<file path="config.mk">
export PLATFORM = sky130hd
export DESIGN_NAME = websocket_frame_deframer_core
export DESIGN_NICKNAME = d
export VERILOG_FILES = /design/src/sv/wsfd_pkg.sv /design/src/sv/websocket_frame_deframer_core.sv /design/src/sv/wsfd_in_stage.sv /design/src/sv/wsfd_parser.sv /design/src/sv/wsfd_out_stage.sv
export SDC_FILE = /design/constraint.sdc
export NUM_CORES = 1
export LEC_CHECK = 0
export BUFFER_PORTS_ARGS = -buffer_cell sky130_fd_sc_hd__buf_2
export CAP_MARGIN = 20
export CELL_PAD_IN_SITES_DETAIL_PLACEMENT = 1
export CELL_PAD_IN_SITES_GLOBAL_PLACEMENT = 2
export CORE_UTILIZATION = 42
export DETAILED_ROUTE_END_ITERATION = 6
export HOLD_SLACK_MARGIN = 0.15
export PLACE_DENSITY_LB_ADDON = 0.1
export SLEW_MARGIN = 40
export SYNTH_ARGS = -nofsm -noshare
export SYNTH_HDL_FRONTEND = slang
export SYNTH_HIERARCHICAL = 1
export SYNTH_SLANG_ARGS = --single-unit
</file>
<file path="constraint.sdc">
create_clock -name clk -period 11.4 [get_ports clk]
set_input_delay 2.85 -clock clk [delete_from_list [all_inputs] [get_ports clk]]
set_output_delay 2.85 -clock clk [all_outputs]
set_load 0.05 [all_outputs]
</file>
<file path="src/sv/wsfd_pkg.sv">
package wsfd_pkg;

	localparam int LENGTH_BITS_DEF = 64;

	localparam logic [3:0] OP_CLOSE   = 4'h8;
	localparam logic [6:0] LEN_EXT16  = 7'd126;
	localparam logic [6:0] LEN_EXT64  = 7'd127;
	localparam logic [2:0] HDR_EXT16  = 3'd1;
	localparam logic [2:0] HDR_EXT64  = 3'd7;
	localparam logic [2:0] HDR_KEY    = 3'd3;

	typedef enum logic [5:0] {
		PH_HDR0    = 6'b000001,
		PH_HDR1    = 6'b000010,
		PH_EXTLEN  = 6'b000100,
		PH_KEY     = 6'b001000,
		PH_PAYLOAD = 6'b010000,
		PH_CLOSED  = 6'b100000
	} phase_t;

	typedef enum logic [1:0] {
		KIND_PAYLOAD = 2'd0,
		KIND_EMPTY   = 2'd1,
		KIND_CLOSE   = 2'd2
	} kind_t;

	typedef struct packed {
		logic       vld;
		kind_t      kind;
		logic [7:0] pbyte;
		logic [3:0] opcode;
		logic       last;
	} res_t;

endpackage

</file>
<file path="src/sv/websocket_frame_deframer_core.sv">
// WebSocket receive-side deframer.
// Input channel: one stream byte per item on data_byte, in_valid/in_stall.
// Output channel: one item per payload byte (kind 0, unmasked), one
// empty-frame item (kind 1) for a zero-length frame, or one close item
// (kind 2) on the second header byte of an opcode 8 frame. Otherwise header, length
// and mask-key bytes produce no item. frame_opcode carries the frame's
// opcode nibble; last_of_frame marks the final item of a frame.
// Throughput: one byte per cycle while out_stall is low. An accepted byte
// passes through the input register, then parse logic into the result
// register, before its item shows on the outputs.
// Reset (arst_n low) empties both registers and returns the parser to the
// first header byte. After a close item all input is accepted and dropped
// until reset.
// When out_stall holds a waiting item, the input register still takes one
// more byte; in_stall rises once that byte cannot be retired.
// LENGTH_BITS sets the payload length counter width; longer extended
// lengths are truncated to it.
module websocket_frame_deframer_core #(
	parameter int LENGTH_BITS = wsfd_pkg::LENGTH_BITS_DEF
) (
	input  logic       clk,
	input  logic       arst_n,
	input  logic       in_valid,
	output logic       in_stall,
	input  logic [7:0] data_byte,
	output logic       out_valid,
	input  logic       out_stall,
	output logic [1:0] kind,
	output logic [7:0] payload_byte,
	output logic [3:0] frame_opcode,
	output logic       last_of_frame
);
	import wsfd_pkg::*;

	logic       vld_s1;
	logic [7:0] data_s1;
	logic       out_ready;
	logic       consume;
	res_t       res;

	assign consume = vld_s1 && out_ready;

	wsfd_in_stage u_in (
		.clk       (clk),
		.arst_n    (arst_n),
		.in_valid  (in_valid),
		.in_stall  (in_stall),
		.data_byte (data_byte),
		.consume   (consume),
		.vld_s1    (vld_s1),
		.data_s1   (data_s1)
	);

	wsfd_parser #(
		.LENGTH_BITS (LENGTH_BITS)
	) u_parser (
		.clk     (clk),
		.arst_n  (arst_n),
		.vld_s1  (vld_s1),
		.data_s1 (data_s1),
		.consume (consume),
		.res     (res)
	);

	wsfd_out_stage u_out (
		.clk           (clk),
		.arst_n        (arst_n),
		.res           (res),
		.consume       (consume),
		.out_ready     (out_ready),
		.out_valid     (out_valid),
		.out_stall     (out_stall),
		.kind          (kind),
		.payload_byte  (payload_byte),
		.frame_opcode  (frame_opcode),
		.last_of_frame (last_of_frame)
	);

endmodule

</file>
<file path="src/sv/wsfd_in_stage.sv">
module wsfd_in_stage (
	input  logic       clk,
	input  logic       arst_n,
	input  logic       in_valid,
	output logic       in_stall,
	input  logic [7:0] data_byte,
	input  logic       consume,
	output logic       vld_s1,
	output logic [7:0] data_s1
);

	// holds while the parser cannot retire the byte it has
	assign in_stall = vld_s1 && !consume;

	always_ff @(posedge clk or negedge arst_n) begin
		if (!arst_n) begin
			vld_s1 <= 1'b0;
		end else if (!in_stall) begin
			vld_s1 <= in_valid;
		end
	end

	always_ff @(posedge clk) begin
		if (!in_stall && in_valid) begin
			data_s1 <= data_byte;
		end
	end

endmodule

</file>
<file path="src/sv/wsfd_parser.sv">
module wsfd_parser #(
	parameter int LENGTH_BITS = wsfd_pkg::LENGTH_BITS_DEF
) (
	input  logic            clk,
	input  logic            arst_n,
	input  logic            vld_s1,
	input  logic [7:0]      data_s1,
	input  logic            consume,
	output wsfd_pkg::res_t  res
);
	import wsfd_pkg::*;

	phase_t                 phase_q, phase_d;
	logic [3:0]             op_q, op_d;
	logic                   mask_q, mask_d;
	logic [LENGTH_BITS-1:0] rem_q, rem_d;
	logic [2:0]             hdr_q, hdr_d;
	logic [31:0]            key_q, key_d;
	logic [1:0]             mpos_q, mpos_d;

	logic                   len_done, begin_pl, mask_sel;
	logic [LENGTH_BITS-1:0] len_val, rem_dec;
	logic [31:0]            key_sh;
	logic [7:0]             key_byte;

	assign key_sh   = key_q >> {~mpos_q, 3'b000};
	assign key_byte = mask_q ? key_sh[7:0] : 8'h00;
	assign rem_dec  = rem_q - {{(LENGTH_BITS-1){1'b0}}, 1'b1};

	always_comb begin
		phase_d  = phase_q;
		op_d     = op_q;
		mask_d   = mask_q;
		rem_d    = rem_q;
		hdr_d    = hdr_q;
		key_d    = key_q;
		mpos_d   = mpos_q;
		len_done = 1'b0;
		begin_pl = 1'b0;
		mask_sel = mask_q;
		len_val  = rem_q;
		res      = '{vld: 1'b0, kind: KIND_PAYLOAD, pbyte: 8'h00, opcode: op_q, last: 1'b1};

		unique case (phase_q)
			PH_HDR0: begin
				op_d    = data_s1[3:0];
				phase_d = PH_HDR1;
			end
			PH_HDR1: begin
				mask_d   = data_s1[7];
				mask_sel = data_s1[7];
				if (op_q == OP_CLOSE) begin
					phase_d  = PH_CLOSED;
					res.vld  = 1'b1;
					res.kind = KIND_CLOSE;
				end else if (data_s1[6:0] == LEN_EXT16) begin
					rem_d   = '0;
					hdr_d   = HDR_EXT16;
					phase_d = PH_EXTLEN;
				end else if (data_s1[6:0] == LEN_EXT64) begin
					rem_d   = '0;
					hdr_d   = HDR_EXT64;
					phase_d = PH_EXTLEN;
				end else begin
					len_val  = {{(LENGTH_BITS-7){1'b0}}, data_s1[6:0]};
					rem_d    = len_val;
					len_done = 1'b1;
				end
			end
			PH_EXTLEN: begin
				rem_d = {rem_q[LENGTH_BITS-9:0], data_s1};
				if (hdr_q == 3'd0) begin
					len_val  = rem_d;
					len_done = 1'b1;
				end else begin
					hdr_d = hdr_q - 3'd1;
				end
			end
			PH_KEY: begin
				key_d = {key_q[23:0], data_s1};
				if (hdr_q == 3'd0) begin
					begin_pl = 1'b1;
				end else begin
					hdr_d = hdr_q - 3'd1;
				end
			end
			PH_PAYLOAD: begin
				mpos_d    = mpos_q + 2'd1;
				rem_d     = rem_dec;
				res.vld   = 1'b1;
				res.pbyte = data_s1 ^ key_byte;
				res.last  = (rem_dec == '0);
				if (rem_dec == '0) begin
					phase_d = PH_HDR0;
				end
			end
			PH_CLOSED: begin
				// stream ended; drop everything until reset
			end
			default: begin
				phase_d = PH_HDR0;
			end
		endcase

		if (len_done) begin
			if (mask_sel) begin
				phase_d = PH_KEY;
				hdr_d   = HDR_KEY;
				key_d   = '0;
			end else begin
				begin_pl = 1'b1;
			end
		end

		if (begin_pl) begin
			mpos_d = 2'd0;
			if (len_val == '0) begin
				phase_d  = PH_HDR0;
				res.vld  = 1'b1;
				res.kind = KIND_EMPTY;
			end else begin
				phase_d = PH_PAYLOAD;
			end
		end

		res.vld = res.vld && vld_s1;
	end

	always_ff @(posedge clk or negedge arst_n) begin
		if (!arst_n) begin
			phase_q <= PH_HDR0;
			op_q    <= '0;
			mask_q  <= 1'b0;
			rem_q   <= '0;
			hdr_q   <= '0;
			key_q   <= '0;
			mpos_q  <= '0;
		end else if (consume) begin
			phase_q <= phase_d;
			op_q    <= op_d;
			mask_q  <= mask_d;
			rem_q   <= rem_d;
			hdr_q   <= hdr_d;
			key_q   <= key_d;
			mpos_q  <= mpos_d;
		end
	end

	a_closed_sticky: assert property (@(posedge clk) disable iff (!arst_n)
		phase_q == PH_CLOSED |=> phase_q == PH_CLOSED)
		else $error("left closed state without reset");

	a_close_enters_closed: assert property (@(posedge clk) disable iff (!arst_n)
		consume && res.vld && res.kind == KIND_CLOSE |=> phase_q == PH_CLOSED)
		else $error("close item did not end the stream");

	a_payload_emits: assert property (@(posedge clk) disable iff (!arst_n)
		consume && phase_q == PH_PAYLOAD |-> res.vld && res.kind == KIND_PAYLOAD)
		else $error("payload byte produced no item");

	a_payload_len_nonzero: assert property (@(posedge clk) disable iff (!arst_n)
		phase_q == PH_PAYLOAD |-> rem_q != '0)
		else $error("payload phase with zero length remaining");

endmodule

</file>
<file path="src/sv/wsfd_out_stage.sv">
module wsfd_out_stage (
	input  logic           clk,
	input  logic           arst_n,
	input  wsfd_pkg::res_t res,
	input  logic           consume,
	output logic           out_ready,
	output logic           out_valid,
	input  logic           out_stall,
	output logic [1:0]     kind,
	output logic [7:0]     payload_byte,
	output logic [3:0]     frame_opcode,
	output logic           last_of_frame
);
	import wsfd_pkg::*;

	logic       vld_s2;
	logic [1:0] kind_s2;
	logic [7:0] byte_s2;
	logic [3:0] op_s2;
	logic       last_s2;

	assign out_ready = !vld_s2 || !out_stall;

	always_ff @(posedge clk or negedge arst_n) begin
		if (!arst_n) begin
			vld_s2 <= 1'b0;
		end else if (out_ready) begin
			vld_s2 <= consume && res.vld;
		end
	end

	always_ff @(posedge clk) begin
		if (out_ready && consume && res.vld) begin
			kind_s2 <= res.kind;
			byte_s2 <= res.pbyte;
			op_s2   <= res.opcode;
			last_s2 <= res.last;
		end
	end

	assign out_valid     = vld_s2;
	assign kind          = kind_s2;
	assign payload_byte  = byte_s2;
	assign frame_opcode  = op_s2;
	assign last_of_frame = last_s2;

endmodule

</file>
==> impl_metrics.yaml <==
synth:
  async_reset_ff_frac: 0.832
  yosys.area_share.adder: 0.00572
  ys_seq_elements: 137
  synth_cells: 1032
  ys_seq_area_frac: 0.405
  synth_edf_count: 23
  yosysWarnings: 6
  synthFlopType: "dfrtp_1"
  avgSynthCellArea_um2: 8.47
  synth_area_um2: 8750
  synthSimpleGateAreaFrac: 0.237
  synth_xor_area_frac: 0.0290
  synth_top_family_by_area: "simple AND/OR/NAND/NOR gates"
  synth_compound_area_frac: 0.231
  synthDistinctLibCells: 71
  synthesis.nets: 1048
  synthMuxAreaShare: 0.0316
hold_path:
  hold_class: "reg2reg"
  hold_start: "u_parser/key_q[25]"
  worstHoldPathCells: 1
  min_to: "u_parser/key_q[25]"
critical_path:
  crit_top_cell: "buf_2"
  worstPathCellList: "buf_2 > nand2_1 > and2_2 > nand2b_4 > inv_1 > buf_2"
  rrSetupSlack_ns: 6.63
  worstPathArrival_ns: 3.95
  critPathKind: "in2out"
  critPathSlowestCell: "and2_2"
  slowest_delay_ns: 0.44
  worstPathMaxFanout: 23
  r2r_end: "u_out/payload_byte[3]"
  cp-start-kind: "primary input"
  rr_startpoint: "u_parser/phase_q[5]"
  required_ns: 8.55
  cp-end-kind: "primary output"
  rr_worst_depth: 10
placement:
  port_buffers: 28
  dp_cells: 1240
  gp_congestion: 0.892
  place_area_um2: 8990
  pre_cts_ws_ns: 4.28
  post-dp-hpwl_mm: 20.9
clocking:
  postCtsSetupRepairBufs: 0
  cts.clk_slew.worst_paths_ns: 0.07
  cts_resized: 0
  clockBufferDepth: 2
  insertion_delay_ns: 0.44
  cts_tree: "done"
  cts_sinks: 137
  htreeDepth: 4
  ctsHoldBuffers: 0
  cts_made_buffers: 17
  clock-root-buffer: "clkbuf_16"
detailed_routing:
  wire_per_inst_um: 24.8
  routed_wl_mm: 31.5
  dr.pass1.iters: 4
  drtIter0Drc: 811
  vias_per_cell: 6.61
  drc: 0
  via_count: 8411
  drtAntennaViolNets: 0
timing:
  skew_ns: 0.0161
  fin_crit_sh: 0.596
  worst_slack_ns: 4.60
  finalSetupViolations: 0
  slew_violations: 0
  period_minus_slack_ns: 6.80
  worst_pin_slew_ns: 0.823
  rsz0062_at_grt: "false"
  holdWs_ns: 0.498
  slew_headroom: 0.446
  finalHoldViolations: 0
  finalSetupTns_ns: 0
  fmax_mhz: 147
run:
  drv_cap: 0
pwr:
  power_density_nw_per_um2: 220
  p_leak_nw: 3.86
  ir_worst_vdd_mv: 0.110
  fin_total_pwr_mw: 2.12
layout:
  fillCellCount: 2359
  final_nets: 1005
  fin_util: 0.474
  instances_no_fill: 1272
  synthToLayoutAreaGrowth_pct: 10.1
  drive_above_1_share: 0.111
  diodes: 0
  stdcell_area_um2: 9630
floorplanning:
  die_h_um: 146
  io_pins: 29
  core_um2: 20300
  rows: 52
  start_util: 0.431
  die_area_um2: 21400
  die_width_um: 146
global_routing:
  grt_pass1_vias: 8357
  grtUsageTotal: 0.303
  grt_pass1_wl_mm: 49.8
  grt_antenna_before_repair: 0
  grt_max_degree: 109
  grt_overflow: 0
outcome:
  status: "finished clean"
## cell families (layout without fill, tap and decap cells)
| logic type | after synthesis | in the layout |
|---|---|---|
| adders and majority gates | 4 | 4 |
| buffers and inverters | 131 | 101 |
| AOI/OAI and AO/OA | 322 | 322 |
| and+or+nand+nor | 392 | 392 |
| DFF | 137 | 137 |
| xor gates and xnor gates | 29 | 29 |
| muxes | 17 | 17 |
## worst max path at each step
| stage | slack (ns) | depth (start not counted) | endpoint | from |
|---|---|---|---|---|
| final | 4.60 | 6 | in_stall | out_stall |
| after global routing | 4.54 | 6 | in_stall | out_stall |
| after CTS | 4.28 | 6 | in_stall | out_stall |
| after floorplan | 5.01 | 4 | in_stall | out_stall |
| after detailed placement | 4.28 | 6 | in_stall | out_stall |
| after global placement | 4.36 | 6 | in_stall | out_stall |
## placed cells by master, fill, tap and decap left out, types with 6 or more instances in the layout
| master | instances |
|---|---|
| inv_1 | 30 |
| buf_4 | 10 |
| mux4_2 | 8 |
| a32oi_1 | 19 |
| xnor2_1 | 12 |
| dfrtp_1 | 113 |
| a21oi_1 | 68 |
| buf_2 | 27 |
| and3_1 | 8 |
| nand2_1 | 80 |
| a22o_1 | 30 |
| or4_1 | 14 |
| o22ai_1 | 13 |
| clkbuf_16 | 17 |
| xor2_1 | 17 |
| nor4_1 | 49 |
| o31ai_1 | 7 |
| or3_1 | 13 |
| nor2_1 | 84 |
| a31oi_1 | 6 |
| nand4_1 | 21 |
| nand3_1 | 20 |
| o21ai_0 | 120 |
| edfxtp_1 | 23 |
| a22oi_1 | 19 |
| nand2b_1 | 6 |
| nor3_1 | 49 |
## synth_stat cells, drive strengths merged, types with 12 or more instances
cell type | count | area (um2)
nor4 | 55 | 363
o21ai | 123 | 616
a32oi | 19 | 166
or3 | 13 | 81.3
nor2 | 84 | 315
a22oi | 19 | 143
nand4 | 21 | 131
dfrtp | 113 | 2830
nand3 | 21 | 105
a22o | 30 | 263
inv | 30 | 113
xnor2 | 12 | 105
xor2 | 17 | 149
a21oi | 69 | 345
or4 | 16 | 128
o22ai | 13 | 81.3
nand2 | 80 | 300
nor3 | 53 | 280
clkbuf | 90 | 338
edfxtp | 23 | 691
## final cells by class
class	instances	area, um2	area share
Timing Repair Buffer	39	233	0.0242
Multi-Input combinational cell	764	4770	0.496
Sequential cell	137	3540	0.368
Clock buffer	17	425	0.0442
Tap cell	270	338	0.0351
Clock inverter	15	200	0.0208
Inverter	30	113	0.0117
## power breakdown
group / leakage, nW / internal (mW) / switching (mW)
Combinational: 1.79 / 0.264 / 0.510
Sequential: 1.77 / 0.579 / 0.160
Clock: 0.304 / 0.336 / 0.265
## metal layers
| layer | vias up | routed length (um) | GRT usage |
|---|---|---|---|
| li1 | 3793 | - | - |
| met1 | 4330 | 15200 | 0.448 |
| met2 | 254 | 14100 | 0.453 |
| met3 | 34 | 1820 | 0.0603 |
| met4 | 0 | 461 | 0.0740 |
| met5 | - | 0 | 0 |
## flip-flops by register name (all words and copies together), names as in the netlist, 2 cells and up
signal,flops
u_in/data_s1,8
u_out/frame_opcode,4
u_out/kind,2
u_out/payload_byte,8
u_parser/hdr_q,3
u_parser/key_q,32
u_parser/mpos_q,2
u_parser/op_q,4
u_parser/phase_q,6
u_parser/rem_q,64
## worst max-delay path, delay by kind of cell
kind                   cells  cell delay, ns
buffers and inverters      3            0.35
AND/OR/NAND/NOR            3            0.74
Note: power is estimated with default switching activity, not from simulation.
